<file path="config.mk">
export PLATFORM = sky130hd
export DESIGN_NAME = pip_cell
export DESIGN_NICKNAME = d
export VERILOG_FILES = /design/src/design/pip_pkg.sv /design/src/design/pip_hit.sv /design/src/design/pip_cell.sv
export SDC_FILE = /design/constraint.sdc
export NUM_CORES = 2
export LEC_CHECK = 0
export BUFFER_PORTS_ARGS = -buffer_cell sky130_fd_sc_hd__buf_2
export CAP_MARGIN = 30
export CORE_UTILIZATION = 45
export CTS_CLUSTER_DIAMETER = 100
export DETAILED_ROUTE_END_ITERATION = 10
export SETUP_SLACK_MARGIN = 0.5
export SLEW_MARGIN = 20
export SYNTH_ARGS = -nofsm -noshare
export SYNTH_HDL_FRONTEND = slang
export SYNTH_SLANG_ARGS = --single-unit
</file>
<file path="constraint.sdc">
create_clock -name clk -period 13.3 [get_ports clk]
set_input_delay 2.66 -clock clk [delete_from_list [all_inputs] [get_ports clk]]
set_output_delay 2.66 -clock clk [all_outputs]
set_load 0.02 [all_outputs]
</file>
<file path="src/design/pip_pkg.sv">
`timescale 1ns / 1ps
// ----------------------------------------------------------------------------
// pip_pkg: shared types and constants for the point-in-polygon test
// Opcodes, fixed field widths and the control word that travels along the
// cell chain together with each query.
// ----------------------------------------------------------------------------
package pip_pkg;

  localparam logic OP_STORE = 1'b0;
  localparam logic OP_QUERY = 1'b1;

  localparam int VIDX_W = 4;
  localparam int CFG_W  = 5;
  localparam int CNT_W  = 5;
  localparam int OUT_W  = 8;

  typedef struct packed {
    logic             valid;
    logic             pend;
    logic             dpos;
    logic [CNT_W-1:0] count;
  } pip_ctl_t;

endpackage

</file>
<file path="src/design/pip_hit.sv">
`timescale 1ns / 1ps
// ----------------------------------------------------------------------------
// pip_hit: crossing decision for one edge
// Compares the two registered cross products, direction set by the sign of
// the edge's y difference.
// ----------------------------------------------------------------------------
module pip_hit #(
  parameter int PW = 34
) (
  input  logic                 pend,
  input  logic                 dpos,
  input  logic signed [PW-1:0] lhs,
  input  logic signed [PW-1:0] rhs,
  output logic                 hit
);

  always_comb begin
    if (dpos) begin
      hit = pend && (lhs < rhs);
    end else begin
      hit = pend && (rhs < lhs);
    end
  end

endmodule

</file>
<file path="src/design/pip_cell.sv">
`timescale 1ns / 1ps
// ----------------------------------------------------------------------------
// pip_cell: one vertex slot of the polygon chain
// Holds vertex K, forms the cross products for the edge from the previous
// vertex to this one, and resolves the products handed in by its neighbor.
// ----------------------------------------------------------------------------
module pip_cell import pip_pkg::*; #(
  parameter int W  = 16,
  parameter int NW = 5,
  parameter int K  = 0
) (
  input  logic                     clk,
  input  logic                     rst,
  input  logic                     en,
  input  logic                     wr_en,
  input  logic signed [W-1:0]      wr_x,
  input  logic signed [W-1:0]      wr_y,
  input  logic [NW-1:0]            n_eff,
  input  pip_ctl_t                 in_ctl,
  input  logic signed [W-1:0]      in_px,
  input  logic signed [W-1:0]      in_py,
  input  logic signed [W-1:0]      in_xj,
  input  logic signed [W-1:0]      in_yj,
  input  logic signed [2*W+1:0]    in_lhs,
  input  logic signed [2*W+1:0]    in_rhs,
  output logic signed [W-1:0]      vx,
  output logic signed [W-1:0]      vy,
  output pip_ctl_t                 out_ctl,
  output logic signed [W-1:0]      out_px,
  output logic signed [W-1:0]      out_py,
  output logic signed [2*W+1:0]    out_lhs,
  output logic signed [2*W+1:0]    out_rhs
);

  localparam int DW = W + 1;
  localparam int PW = 2 * W + 2;

  logic                 hit_in;
  logic                 active;
  logic                 straddle;
  logic signed [DW-1:0] dy;
  logic signed [DW-1:0] dx;
  logic signed [DW-1:0] dxl;
  logic signed [DW-1:0] dyp;
  logic signed [PW-1:0] lhs_next;
  logic signed [PW-1:0] rhs_next;

  pip_hit #(.PW(PW)) u_hit (
    .pend (in_ctl.pend),
    .dpos (in_ctl.dpos),
    .lhs  (in_lhs),
    .rhs  (in_rhs),
    .hit  (hit_in)
  );

  always_comb begin
    active   = n_eff > NW'(K);
    straddle = (vy > in_py) != (in_yj > in_py);
    dy       = DW'(in_yj) - DW'(vy);
    dx       = DW'(in_xj) - DW'(vx);
    dxl      = DW'(in_px) - DW'(vx);
    dyp      = DW'(in_py) - DW'(vy);
    lhs_next = dxl * dy;
    rhs_next = dx * dyp;
  end

  always_ff @(posedge clk) begin
    if (wr_en) begin
      vx <= wr_x;
      vy <= wr_y;
    end
  end

  always_ff @(posedge clk) begin
    if (rst) begin
      out_ctl <= '0;
    end else if (en) begin
      out_ctl.valid <= in_ctl.valid;
      out_ctl.pend  <= in_ctl.valid && active && straddle;
      out_ctl.dpos  <= dy > 0;
      out_ctl.count <= in_ctl.count + CNT_W'(hit_in);
    end
  end

  always_ff @(posedge clk) begin
    if (en) begin
      out_px  <= in_px;
      out_py  <= in_py;
      out_lhs <= lhs_next;
      out_rhs <= rhs_next;
    end
  end

endmodule

</file>
==> flow_summary_export.csv <==
group,metric,value,unit
cells_and_area,nets,4563,
yosys,async_flop_share,0,%
floorplanning,die_h,260,microns
min_path,hold_class,"reg2reg",
grt,antenna_found_initial,4,
cells_and_area,fillers,6223,
timing,max_freq,85.9,MHz
clock_network,cts_hold_buffers,0,
cells_and_area,final_common_cell,"inv_1",
timing,rsz0062_at_grt,"no",
floorplanning,core_area,65700,sq um
critical_path,r2r_start,"vx[0]",
run,drv_cap,0,
timing,setup-violations-final,0,
yosys,syn_nets,4222,
yosys,synth_edf_count,132,
clock_network,clock_latency,510,ps
timing,fin_crit_sh,87.6,%
critical_path,arrival,11890,ps
yosys,ys.flop_type,"edfxtp_1",
critical_path,crit_path_end_kind,"register",
cells_and_area,multi_input_area,22900,sq um
grt,grt_pass1_vias,23500,
cells_and_area,area_delta_synth_final,12.1,%
clock_network,clock-root-buffer,"clkbuf_16",
critical_path,cp_common_cell,"fa_1",
grt,grt.overflow.total,0,
clock_network,tritoncts,"done",
floorplanning,die_w,260,microns
yosys,ys_seq_area_share,13.8,%
clock_network,cts.sinks,140,
floorplanning,dieArea,67500,sq um
critical_path,crit_path_start,"in_px[0]",
cells_and_area,final_core_util,51.0,%
placement,gp_congestion,0.951,
timing,period_needed,11650,ps
cells_and_area,final_cell_mix,"inv_1 (713), fa_1 (596), nand2_1 (348)",
yosys,syn_inst,3159,
critical_path,cpPeakStageDelay,790,ps
clock_network,post-cts-setup-buffer-count,0,
clock_network,clk_pin_slew,70,ps
routing,drtIter0Drc,1433,
routing,antenna_left,0,
timing,slew_violations,0,
floorplanning,floorplan.initialDensity,45.5,%
yosys,yosysWarnings,0,
routing,drc,0,
timing,finalSetupTns,0,ps
timing,worst_slew_pin_slew,1040,ps
placement,place_inst,4338,
clock_network,htreeDepth,4,
grt,grt_pass1_wl,131000,microns
grt,grt_max_degree,58,
critical_path,worst_ep_required_time,13540,ps
critical_path,path_delay_family,"adder cells",
yosys,synth_area_per_cell,9.47,sq um
critical_path,cp-start-kind,"input port",
run_status,outcome,"finished clean",
cells_and_area,final_cells,4379,
grt,grt_usage,25.9,%
timing,hold_viol,0,
yosys,syn-cell-area,29900,sq um
routing,vias,22800,
yosys,ys_ff_latch,140,
yosys,synth.distinct_cells,62,
cells_and_area,seqCellArea,4120,sq um
critical_path,path_max_fanout,15,
min_path,hp-start,"out_ctl[6]",
routing,first_pass_iters,5,
clock_network,cts-buffers-inserted,17,
floorplanning,io_pins,321,
cells_and_area,drive_gt1_share,13.0,%
critical_path,crit_path_top_delay_cell,"o311ai_0",
clock_network,cts.repair.resized,0,
clock_network,clock_path_buffers,2,
routing,wl,82900,microns
placement,port_buffers,320,
critical_path,worst-path-buf-inv,7,
routing,vias_per_cell,5.20,
routing,wl_per_cell,18.9,microns
timing,relSlewSlack,30.1,%
placement,dp_hpwl,71200,microns
timing,skew,20.8,ps
critical_path,critPathKind,"in2reg",
floorplanning,std_cell_rows,94,
[worst min-delay path: stages (launching register included)]
cell and delay [ps]:
dfxtp_1 310, inv_1 50, o32ai_1 70
[cell usage after synthesis (3+ instances only)]
| library cell | instances | area [sq um] |
|---|---|---|
| fa_1 | 596 | 11900 |
| or3_1 | 5 | 31.3 |
| o21ai_0 | 61 | 305 |
| nor4_1 | 3 | 18.8 |
| xor2_1 | 43 | 377 |
| dfxtp_1 | 8 | 160 |
| a21oi_1 | 91 | 455 |
| o31a_1 | 3 | 26.3 |
| o211ai_1 | 12 | 90.1 |
| nand2_1 | 348 | 1310 |
| or2_2 | 9 | 56.3 |
| a21boi_0 | 7 | 52.6 |
| a211o_1 | 6 | 52.6 |
| a41oi_1 | 3 | 26.3 |
| nor3_1 | 19 | 95.1 |
| nand2b_1 | 40 | 250 |
| o21bai_1 | 3 | 22.5 |
| and2_1 | 38 | 238 |
| nand4_1 | 14 | 87.6 |
| a2111o_1 | 3 | 33.8 |
| nand3_1 | 24 | 120 |
| buf_1 | 4 | 15.0 |
| o41ai_1 | 3 | 26.3 |
| nor2b_1 | 55 | 344 |
| a31o_2 | 8 | 70.1 |
| or4_1 | 5 | 37.5 |
| inv_1 | 713 | 2680 |
| edfxtp_1 | 132 | 3960 |
| xnor2_1 | 98 | 858 |
| o21a_1 | 30 | 225 |
| a211oi_1 | 14 | 105 |
| clkbuf_1 | 67 | 251 |
| mux2i_1 | 7 | 70.1 |
| a31oi_1 | 13 | 81.3 |
| and3_1 | 9 | 56.3 |
| nor2_1 | 289 | 1080 |
| a21o_1 | 50 | 375 |
| ha_1 | 286 | 3580 |
| a2111oi_0 | 6 | 52.6 |
| o311ai_0 | 3 | 26.3 |
[per-stage QoR]
| stage | setup slack (ps) | area, sq um | hold WS, ps |
|---|---|---|---|
| after floorplan | 2400 | 29900 | 547 |
| after global placement | 1420 | 32800 | 459 |
| after detailed placement | 1240 | 32900 | 467 |
| after CTS | 1780 | 33500 | 477 |
| after global routing | 1090 | 33500 | 504 |
| final | 1650 | 33500 | 476 |
[final cells by class]
cell class	count	share of cell area, %
Clock buffer	17	1.27
Inverter	713	7.98
Multi-Input combinational cell	2235	68.3
Timing Repair Buffer	393	6.51
Sequential cell	140	12.3
Antenna cell	2	0.0149
Tap cell	864	3.22
Clock inverter	15	0.384
[path summary, 6_finish.rpt]
| kind | cells past startpoint | endpoint | slack, ps |
|---|---|---|---|
| worst max-delay path | 34 | out_lhs[33] | 1650 |
| worst min-delay path | 2 | out_ctl[6] | 480 |
| worst max register to register | 32 | out_lhs[33] | 3190 |
| worst min register to register | 2 | out_ctl[6] | 480 |
[logic make-up after synthesis]
logic type	count (synthesis)	synth area share [%]
mux	8	0.272
buf+inv	784	9.84
xor+xnor	141	4.13
simple gates	865	12.7
flops	140	13.8
fa+ha+maj	882	51.9
compound gates	339	7.47
[sequential cells by signal, indices dropped and copies added, names as in the netlist]
name,count
out_px,16
out_py,16
vy,16
vx,16
out_lhs,34
out_rhs,34
out_ctl,8
[layer usage]
layer	global-route usage, %	vias to the layer above	share of wire [%]
met1	33.6	11400	41
met4	10.2	4	3.7
met2	41.4	813	46
li1	-	10500	-
met3	6.59	115	8.7
met5	0	-	0.025
Power is not shown: default switching activity piles up to over one toggle a cycle in this logic, so the estimate is an artifact.
